`config.mk`:
```
export PLATFORM = sky130hd
export DESIGN_NAME = led_eye_blink_fade_sequencer_core
export DESIGN_NICKNAME = d
export VERILOG_FILES = /design/src/hdl/lebfs_pkg.sv /design/src/hdl/led_eye_blink_fade_sequencer_core.sv
export SDC_FILE = /design/constraint.sdc
export NUM_CORES = 2
export LEC_CHECK = 0
export BUFFER_PORTS_ARGS = -buffer_cell sky130_fd_sc_hd__buf_2
export CELL_PAD_IN_SITES_DETAIL_PLACEMENT = 1
export CELL_PAD_IN_SITES_GLOBAL_PLACEMENT = 1
export CORE_MARGIN = 10
export CORE_UTILIZATION = 35
export DETAILED_ROUTE_END_ITERATION = 6
export PLACE_DENSITY_LB_ADDON = 0.05
export SYNTH_ARGS = -nofsm -noshare
export SYNTH_HDL_FRONTEND = slang
export SYNTH_SLANG_ARGS = --single-unit
```
`constraint.sdc`:
```
create_clock -name clock -period 12 [get_ports clock]
set_clock_uncertainty 0.05 [all_clocks]
set_input_delay 1.2 -clock clock [delete_from_list [all_inputs] [get_ports clock]]
set_output_delay 1.2 -clock clock [all_outputs]
set_load 0.02 [all_outputs]
```
`src/hdl/lebfs_pkg.sv`:
```
// Types and constants shared by the eye blink and fade sequencer.
package lebfs_pkg;

   typedef enum logic [2:0] {
      PHASE_INIT,
      PHASE_WAKING,
      PHASE_WATCHING,
      PHASE_BLINKING,
      PHASE_SLEEPY,
      PHASE_SLEEPING,
      PHASE_STARING
   } phase_type;

   localparam logic [1:0] CSR_EYE_START = 2'd0;
   localparam logic [1:0] CSR_EYE_WIDTH = 2'd1;

   localparam logic [3:0] BLACK_INDEX = 4'd11;

   localparam logic [15:0] BLINK_BASE  = 16'd100;
   localparam logic [15:0] BLINK_RAND  = 16'd200;
   localparam logic [15:0] WATCH_BASE  = 16'd10000;
   localparam logic [15:0] WATCH_RAND  = 16'd25000;
   localparam logic [15:0] SLEEP_BASE  = 16'd1000;
   localparam logic [15:0] SLEEP_RAND  = 16'd6000;
   localparam logic [15:0] BLINKS_BASE = 16'd3;
   localparam logic [15:0] BLINKS_RAND = 16'd10;
   localparam logic [31:0] FADE_DELAY  = 32'd5;

   localparam logic [63:0] RECIP_ONE = 64'd1 << 32;
   localparam logic [17:0] RECIP_WATCH  = 18'(RECIP_ONE / 64'(WATCH_RAND));
   localparam logic [19:0] RECIP_SLEEP  = 20'(RECIP_ONE / 64'(SLEEP_RAND));
   localparam logic [24:0] RECIP_BLINK  = 25'(RECIP_ONE / 64'(BLINK_RAND));
   localparam logic [28:0] RECIP_BLINKS = 29'(RECIP_ONE / 64'(BLINKS_RAND));

   typedef struct packed {
      logic        func;
      logic [31:0] now_ms;
      logic [31:0] random_word;
      logic [2:0]  forced_phase;
   } item_type;

   typedef struct packed {
      item_type    item;
      logic [17:0] q_watch;
      logic [19:0] q_sleep;
      logic [24:0] q_blink;
      logic [28:0] q_blinks;
   } quot_type;

   typedef struct packed {
      item_type    item;
      logic [15:0] p_watch;
      logic [15:0] p_sleep;
      logic [15:0] p_blink;
      logic [15:0] p_blinks;
   } prod_type;

   typedef struct packed {
      item_type    item;
      logic [15:0] watch_dly;
      logic [12:0] sleep_dly;
      logic [8:0]  blink_dly;
      logic [3:0]  blinks;
   } delay_type;

   typedef struct packed {
      logic [7:0] start;
      logic [7:0] width;
      logic [7:0] level;
      logic [3:0] color;
   } fill_type;

endpackage

```
`src/hdl/led_eye_blink_fade_sequencer_core.sv`:
```
// Eye blink and fade sequencer: random-delay pipeline, phase machine and fill command output.
//
// Takes one word per clock cycle while req_stall is low and shows its fill command, if any,
// in the result register. Three stages ahead of the phase update reduce the random word to
// its four draws by reciprocal multiplication; the phase machine and all its state live in
// the last stage, which writes the result register. The input side keeps taking words while
// a result waits, until the pipeline stages ahead of the result register are full.
module led_eye_blink_fade_sequencer_core #(
   parameter int MAX_LEVEL   = 204,
   parameter int COLOR_COUNT = 11
) (
   input  logic        clock,
   input  logic        reset,
   input  logic        req_valid,
   output logic        req_stall,
   input  logic        req_func,
   input  logic [31:0] req_now_ms,
   input  logic [31:0] req_random_word,
   input  logic [2:0]  req_forced_phase,
   output logic        rsp_valid,
   input  logic        rsp_stall,
   output logic [7:0]  rsp_fill_start,
   output logic [7:0]  rsp_fill_width,
   output logic [7:0]  rsp_fill_level,
   output logic [3:0]  rsp_fill_tint,
   input  logic        csr_write,
   input  logic [1:0]  csr_index,
   input  logic [7:0]  csr_wdata
);

   localparam logic [7:0] MaxLevel  = 8'(MAX_LEVEL);
   localparam logic [3:0] LastColor = 4'(COLOR_COUNT - 1);

   logic [7:0] eye_start_ff, eye_width_ff;

   logic s1_valid_ff, s2_valid_ff, s3_valid_ff, s4_valid_ff;
   logic ready1, ready2, ready3, ready4, out_free, go4;

   lebfs_pkg::item_type  s1_ff, s1_in;
   lebfs_pkg::quot_type  s2_ff, s2_in;
   lebfs_pkg::prod_type  s3_ff, s3_in;
   lebfs_pkg::delay_type s4_ff, s4_in;

   logic [49:0] prod_watch;
   logic [51:0] prod_sleep;
   logic [56:0] prod_blink;
   logic [60:0] prod_blinks;
   logic [15:0] rem_watch, rem_sleep, rem_blink, rem_blinks;
   logic [15:0] fix_watch, fix_sleep, fix_blink, fix_blinks;

   lebfs_pkg::phase_type phase_ff, phase_in;
   logic [31:0] deadline_ff, deadline_in;
   logic [7:0]  level_ff, level_in;
   logic [3:0]  blinks_left_ff, blinks_left_in;
   logic [3:0]  current_color_ff, current_color_in;
   logic [3:0]  color_next_ff, color_next_in;
   logic        emit;
   logic [3:0]  emit_color;

   logic                 rsp_valid_ff;
   lebfs_pkg::fill_type  fill_ff, fill_in;

   // pipeline flow control
   assign out_free  = !rsp_valid_ff || !rsp_stall;
   assign go4       = s4_valid_ff && out_free;
   assign ready4    = !s4_valid_ff || out_free;
   assign ready3    = !s3_valid_ff || ready4;
   assign ready2    = !s2_valid_ff || ready3;
   assign ready1    = !s1_valid_ff || ready2;
   assign req_stall = !ready1;

   // stage 1: capture word
   assign s1_in.func         = req_func;
   assign s1_in.now_ms       = req_now_ms;
   assign s1_in.random_word  = req_random_word;
   assign s1_in.forced_phase = req_forced_phase;

   // stage 2: approximate quotients
   always_comb begin
      prod_watch  = 50'(s1_ff.random_word) * 50'(lebfs_pkg::RECIP_WATCH);
      prod_sleep  = 52'(s1_ff.random_word) * 52'(lebfs_pkg::RECIP_SLEEP);
      prod_blink  = 57'(s1_ff.random_word) * 57'(lebfs_pkg::RECIP_BLINK);
      prod_blinks = 61'(s1_ff.random_word) * 61'(lebfs_pkg::RECIP_BLINKS);
      s2_in.item     = s1_ff;
      s2_in.q_watch  = prod_watch[49:32];
      s2_in.q_sleep  = prod_sleep[51:32];
      s2_in.q_blink  = prod_blink[56:32];
      s2_in.q_blinks = prod_blinks[60:32];
   end

   // stage 3: quotient times divisor, low bits only
   always_comb begin
      s3_in.item     = s2_ff.item;
      s3_in.p_watch  = 16'(s2_ff.q_watch[15:0] * lebfs_pkg::WATCH_RAND);
      s3_in.p_sleep  = 16'(s2_ff.q_sleep[15:0] * lebfs_pkg::SLEEP_RAND);
      s3_in.p_blink  = 16'(s2_ff.q_blink[15:0] * lebfs_pkg::BLINK_RAND);
      s3_in.p_blinks = 16'(s2_ff.q_blinks[15:0] * lebfs_pkg::BLINKS_RAND);
   end

   // stage 4: residues with one correction, plus base delays
   always_comb begin
      rem_watch  = s3_ff.item.random_word[15:0] - s3_ff.p_watch;
      rem_sleep  = s3_ff.item.random_word[15:0] - s3_ff.p_sleep;
      rem_blink  = s3_ff.item.random_word[15:0] - s3_ff.p_blink;
      rem_blinks = s3_ff.item.random_word[15:0] - s3_ff.p_blinks;
      fix_watch  = (rem_watch >= lebfs_pkg::WATCH_RAND) ? rem_watch - lebfs_pkg::WATCH_RAND
                                                        : rem_watch;
      fix_sleep  = (rem_sleep >= lebfs_pkg::SLEEP_RAND) ? rem_sleep - lebfs_pkg::SLEEP_RAND
                                                        : rem_sleep;
      fix_blink  = (rem_blink >= lebfs_pkg::BLINK_RAND) ? rem_blink - lebfs_pkg::BLINK_RAND
                                                        : rem_blink;
      fix_blinks = (rem_blinks >= lebfs_pkg::BLINKS_RAND) ?
                   rem_blinks - lebfs_pkg::BLINKS_RAND : rem_blinks;
      s4_in.item      = s3_ff.item;
      s4_in.watch_dly = fix_watch + lebfs_pkg::WATCH_BASE;
      s4_in.sleep_dly = 13'(fix_sleep + lebfs_pkg::SLEEP_BASE);
      s4_in.blink_dly = 9'(fix_blink + lebfs_pkg::BLINK_BASE);
      s4_in.blinks    = 4'(fix_blinks + lebfs_pkg::BLINKS_BASE);
   end

   always_ff @(posedge clock) begin
      if (reset) begin
         s1_valid_ff <= 1'b0;
         s2_valid_ff <= 1'b0;
         s3_valid_ff <= 1'b0;
         s4_valid_ff <= 1'b0;
      end else begin
         if (ready1) s1_valid_ff <= req_valid;
         if (ready2) s2_valid_ff <= s1_valid_ff;
         if (ready3) s3_valid_ff <= s2_valid_ff;
         if (ready4) s4_valid_ff <= s3_valid_ff;
      end
      if (ready1 && req_valid)   s1_ff <= s1_in;
      if (ready2 && s1_valid_ff) s2_ff <= s2_in;
      if (ready3 && s2_valid_ff) s3_ff <= s3_in;
      if (ready4 && s3_valid_ff) s4_ff <= s4_in;
   end

   // phase machine
   always_comb begin
      phase_in         = phase_ff;
      deadline_in      = deadline_ff;
      level_in         = level_ff;
      blinks_left_in   = blinks_left_ff;
      current_color_in = current_color_ff;
      color_next_in    = color_next_ff;
      emit             = 1'b0;
      emit_color       = current_color_ff;
      if (s4_ff.item.func) begin
         phase_in    = lebfs_pkg::phase_type'(s4_ff.item.forced_phase);
         deadline_in = s4_ff.item.now_ms;
      end else if (deadline_ff < s4_ff.item.now_ms) begin
         case (phase_ff)
            lebfs_pkg::PHASE_INIT: begin
               current_color_in = color_next_ff;
               color_next_in    = (color_next_ff >= LastColor) ? 4'd0 : color_next_ff + 4'd1;
               blinks_left_in   = s4_ff.blinks;
               phase_in         = lebfs_pkg::PHASE_WAKING;
            end
            lebfs_pkg::PHASE_WAKING: begin
               deadline_in = s4_ff.item.now_ms + lebfs_pkg::FADE_DELAY;
               if (level_ff < MaxLevel) begin
                  level_in = level_ff + 8'd1;
                  emit     = 1'b1;
               end else begin
                  phase_in = lebfs_pkg::PHASE_WATCHING;
               end
            end
            lebfs_pkg::PHASE_WATCHING: begin
               deadline_in = s4_ff.item.now_ms + 32'(s4_ff.watch_dly);
               phase_in    = (blinks_left_ff == 4'd0) ? lebfs_pkg::PHASE_SLEEPY
                                                      : lebfs_pkg::PHASE_BLINKING;
               emit        = 1'b1;
            end
            lebfs_pkg::PHASE_BLINKING: begin
               blinks_left_in = blinks_left_ff - 4'd1;
               deadline_in    = s4_ff.item.now_ms + 32'(s4_ff.blink_dly);
               phase_in       = lebfs_pkg::PHASE_WATCHING;
               emit           = 1'b1;
               emit_color     = lebfs_pkg::BLACK_INDEX;
            end
            lebfs_pkg::PHASE_SLEEPY: begin
               deadline_in = s4_ff.item.now_ms + lebfs_pkg::FADE_DELAY;
               if (level_ff != 8'd0) begin
                  level_in = level_ff - 8'd1;
                  emit     = 1'b1;
               end else begin
                  phase_in = lebfs_pkg::PHASE_SLEEPING;
               end
            end
            lebfs_pkg::PHASE_SLEEPING: begin
               deadline_in = s4_ff.item.now_ms + 32'(s4_ff.sleep_dly);
               phase_in    = lebfs_pkg::PHASE_INIT;
               emit        = 1'b1;
               emit_color  = lebfs_pkg::BLACK_INDEX;
            end
            lebfs_pkg::PHASE_STARING: begin
               level_in = MaxLevel;
               emit     = 1'b1;
            end
            default: begin
            end
         endcase
      end
      fill_in.start = eye_start_ff;
      fill_in.width = eye_width_ff;
      fill_in.level = level_in;
      fill_in.color = emit_color;
   end

   always_ff @(posedge clock) begin
      if (reset) begin
         phase_ff         <= lebfs_pkg::PHASE_INIT;
         deadline_ff      <= 32'd0;
         level_ff         <= MaxLevel;
         blinks_left_ff   <= 4'd0;
         current_color_ff <= 4'd0;
         color_next_ff    <= 4'd0;
      end else if (go4) begin
         phase_ff         <= phase_in;
         deadline_ff      <= deadline_in;
         level_ff         <= level_in;
         blinks_left_ff   <= blinks_left_in;
         current_color_ff <= current_color_in;
         color_next_ff    <= color_next_in;
      end
   end

   // result register
   always_ff @(posedge clock) begin
      if (reset) begin
         rsp_valid_ff <= 1'b0;
      end else if (go4) begin
         rsp_valid_ff <= emit;
      end else if (!rsp_stall) begin
         rsp_valid_ff <= 1'b0;
      end
      if (go4 && emit) fill_ff <= fill_in;
   end

   assign rsp_valid      = rsp_valid_ff;
   assign rsp_fill_start = fill_ff.start;
   assign rsp_fill_width = fill_ff.width;
   assign rsp_fill_level = fill_ff.level;
   assign rsp_fill_tint  = fill_ff.color;

   // configuration
   always_ff @(posedge clock) begin
      if (reset) begin
         eye_start_ff <= 8'd0;
         eye_width_ff <= 8'd2;
      end else if (csr_write) begin
         case (csr_index)
            lebfs_pkg::CSR_EYE_START: eye_start_ff <= csr_wdata;
            lebfs_pkg::CSR_EYE_WIDTH: eye_width_ff <= csr_wdata;
            default: begin
            end
         endcase
      end
   end

   a_color_range: assert property (@(posedge clock) disable iff (reset)
      current_color_ff <= LastColor && color_next_ff <= LastColor)
      else $error("color counter out of palette range");

   a_level_range: assert property (@(posedge clock) disable iff (reset)
      level_ff <= MaxLevel)
      else $error("level above maximum");

   a_draw_range: assert property (@(posedge clock) disable iff (reset)
      s4_valid_ff |-> s4_ff.watch_dly < lebfs_pkg::WATCH_BASE + lebfs_pkg::WATCH_RAND
                      && 16'(s4_ff.sleep_dly) < lebfs_pkg::SLEEP_BASE + lebfs_pkg::SLEEP_RAND
                      && 16'(s4_ff.blink_dly) < lebfs_pkg::BLINK_BASE + lebfs_pkg::BLINK_RAND
                      && 16'(s4_ff.blinks) < lebfs_pkg::BLINKS_BASE + lebfs_pkg::BLINKS_RAND)
      else $error("random draw residue out of range");

   a_forced_silent: assert property (@(posedge clock) disable iff (reset)
      go4 && s4_ff.item.func |=> !rsp_valid_ff)
      else $error("forced phase change produced a fill command");

endmodule

```
==> PnR_summary.wiki <==
{| class="wikitable"
! Metric !! Value
|-
| Post-CTS clock slew at the launch and capture registers of the worst setup and hold paths || 0.06 ns
|-
| Post-CTS Setup Repair Bufs || 0
|-
| Category of the worst setup path launch point || register
|-
| Total core area || 179000 µm²
|-
| CTS Hold Buffers Added || 0
|-
| Number of antenna violations at the first check in global routing || 7
|-
| P&R area growth vs syn || 9.06%
|-
| Post-DRT Antenna Nets || 0
|-
| Post-synth top cells || inv_1, fa_1, ha_1, edfxtp_1, xnor2_1
|-
| Maximum clock path buffer count || 3
|-
| Register area share after synthesis || 20.5%
|-
| Highest metal layer with signal wires || met5
|-
| Starting density of the core || 35.3%
|-
| Final routed wirelength across all metal layers || 209 mm
|-
| Count of nets after finishing || 8119
|-
| Post-synth net total || 7955
|-
| Ports placed on the boundary || 113
|-
| DRC errors left || 0
|-
| Data arrival time of the critical path || 8.95 ns
|-
| Place WS || 3.37 ns
|-
| WL met1 || 95.0 mm
|-
| Clock root buffer master || clkbuf_16
|-
| Number of synthesized flops with an enable pin || 379
|-
| CTS tree || done
|-
| Final GP Congestion || 0.901
|-
| Area fraction of the dominant cell type after synthesis || 31.5%
|-
| Detailed placement HPWL || 176 mm
|-
| Inserted Clock Buffers || 58
|-
| Final Hold Violating Endpoints || 0
|-
| Die area || 198000 µm²
|-
| Final worst path period need || 8.55 ns
|-
| Setup TNS || 0 ns
|-
| Worst Path Required || 12.40 ns
|-
| Number of library cell types mapped by synthesis || 97
|-
| Count of routing violations after the opening detailed-route iteration || 1864
|-
| Kind of end point of the critical path || register
|-
| Number of search-and-repair iterations in the first detailed-routing pass || 4
|-
| Clock sink total || 455
|-
| Most repeated cell in the gate-level netlist after synthesis || inv_1
|-
| Worst skew pair latency || 0.74 ns
|-
| Mean post-synth cell area || 10.7 µm²
|-
| Setup repair after global routing missed its margin || false
|-
| Asr flop ratio synth || 0%
|-
| Most used flip-flop cell after synthesis || edfxtp_1
|-
| Global-route wire length before repair || 314 mm
|-
| Met3 routed WL || 5.99 mm
|-
| Max Clk Rate || 0.117 GHz
|-
| Final period utilization || 71.3%
|-
| Number of global-route vias before repair || 46800
|-
| Leading area contributor after synthesis || fa_1
|-
| Die height || 444 µm
|-
| Number of fillers in the final layout || 19900
|-
| Met2 WL post-DR || 103 mm
|-
| Largest net degree at the start of global routing || 66
|-
| Type of the tightest min-delay check || register to register
|-
| Status || finished clean
|-
| Cell area after synthesis || 63100 µm²
|-
| Number of resized instances in the post-cts repair step || 0
|-
| Highest fanout seen on the critical path || 23
|-
| Pins over their slew limit || 0
|-
| Routed vias || 41400
|-
| Worst setup path category || register to register
|-
| Die Span X || 444 µm
|-
| H-tree level count || 2
|-
| Congestion Overflow GR || 0
|-
| Ys Warns || 0
|-
| Finished Layout Cells || 8478
|-
| Routed wire length per instance || 24.7 µm
|-
| Max-Slew Margin vs Limit || 22.4%
|-
| Number of register bits inferred by synthesis || 455
|-
| Number of instances in the synthesized netlist || 5902
|-
| Cell total after placement || 8361
|-
| Final setup violation count || 0
|-
| Post-layout worst setup margin || 3.45 ns
|-
| Leading cell types by total area after synthesis || fa_1, ha_1, edfxtp_1
|-
| Average via count per standard cell || 4.88
|-
| Total of max-cap violations || 0
|-
| Row count || 155
|-
| Port-buffer cells || 112
|-
| Transition time at the pin with the least slew margin || 1.16 ns
|-
| Overall track demand over capacity in global routing || 21.3%
|-
| Fraction of final layout cells sized beyond drive strength 1 || 5.46%
|}
placed cells by master, fill, tap and decap left out, types with 22 or more instances in the layout:
cell | Yosys | final
and2_1 | 23 | 23
fa_1 | 991 | 991
o21a_1 | 30 | 30
inv_1 | 1654 | 1654
dfxtp_1 | 76 | 76
a211oi_1 | 44 | 44
nor3_1 | 52 | 52
nor2b_1 | 25 | 24
clkbuf_16 | 0 | 58
and3_1 | 22 | 22
nand3_1 | 36 | 36
a21oi_1 | 197 | 197
edfxtp_1 | 379 | 379
or2_2 | 23 | 23
o21bai_1 | 22 | 22
buf_4 | 4 | 63
buf_2 | 6 | 112
xnor2_1 | 219 | 219
a21o_1 | 104 | 104
or3_1 | 23 | 23
xor2_1 | 99 | 99
mux2i_1 | 43 | 43
nand4_1 | 27 | 27
nor2_1 | 195 | 194
nand2_1 | 128 | 128
ha_1 | 979 | 979
nand2b_1 | 28 | 28
o21ai_0 | 117 | 116
path summary, 6_finish.rpt:
path / start / to / slack, ns / cells past startpoint
min: s2_ff[94]$_DFFE_PP_ / s3_ff[66]$_DFFE_PP_ / 0.35 / 0
min reg2reg: s2_ff[94]$_DFFE_PP_ / s3_ff[66]$_DFFE_PP_ / 0.35 / 0
max reg2reg: s1_ff[15]$_DFFE_PP_ / s2_ff[14]$_DFFE_PP_ / 3.45 / 25
max: s1_ff[15]$_DFFE_PP_ / s2_ff[14]$_DFFE_PP_ / 3.45 / 25
logic make-up (layout without fill, tap and decap cells):
logic type / count (synthesis) / after routing / synth area share, %
adders and majority gates: 1970 / 1970 / 50.9
buffers and inverters: 1726 / 1940 / 10.3
AOI/OAI and AO/OA: 729 / 729 / 7.84
and+or+nand+nor: 648 / 648 / 5.14
DFF: 455 / 455 / 20.5
xor gates and xnor gates: 320 / 320 / 4.48
muxes: 54 / 54 / 0.879
other: 0 / 7 / 0
sequential cells by signal (all words and copies together), names as in the netlist, 3 cells and up:
register          cells
eye_start_ff          8
rsp_fill_start        8
s4_ff                73
eye_width_ff          8
s3_ff               105
level_ff              8
current_color_ff      4
deadline_ff          32
color_next_ff         4
phase_ff              3
rsp_fill_width        8
blinks_left_ff        4
s2_ff               105
rsp_fill_level        8
s1_ff                68
rsp_fill_tint         4
worst max-delay path, stage by stage (launching register included):
cell and delay (ns):
edfxtp_1 0.32, buf_4 0.54, ha_1 0.99, inv_1 0.17
fa_1 0.57, inv_1 0.06, fa_1 0.51, inv_1 0.06
fa_1 0.50, inv_1 0.06, fa_1 0.55, fa_1 0.42
fa_1 0.51, inv_1 0.05, fa_1 0.48, inv_1 0.04
ha_1 0.31, nand4_1 0.09, or2_2 0.30, nor3_1 0.17
o41ai_1 0.11, a21boi_0 0.37, o2111ai_1 0.26, a211oi_1 0.45
o41ai_1 0.16, xnor2_1 0.14
cell type report:
type	count	area, µm²	share of cell area (%)
diodes	7	17.5	0.0255
clock buffers	73	1530	2.22
clock inverters	37	425	0.618
inverters	1655	6210	9.03
multi-input cells	3721	43700	63.6
flip-flops and latches	455	12900	18.8
well taps	2355	2950	4.28
repair buffers	175	1030	1.50
layer usage:
layer / vias up / track usage [%]
met5: - / 0
met4: 2 / 5.14
met3: 204 / 1.93
met2: 532 / 37.2
met1: 21500 / 28.5
li1: 19200 / -
through the flow:
step           area, µm²  hold slack, ns  utilization [%]
2_1_floorplan      63100           0.350                -
3_3_place_gp       66800           0.352             37.4
3_5_place_dp       66800           0.355             37.4
4_1_cts            68800           0.353             38.5
5_1_grt            68800           0.367             38.5
6_report           68800           0.351             38.5
Power is left out: the tool's default activity adds up to more than one toggle a clock period on the data nets, which glitch-free logic cannot reach.
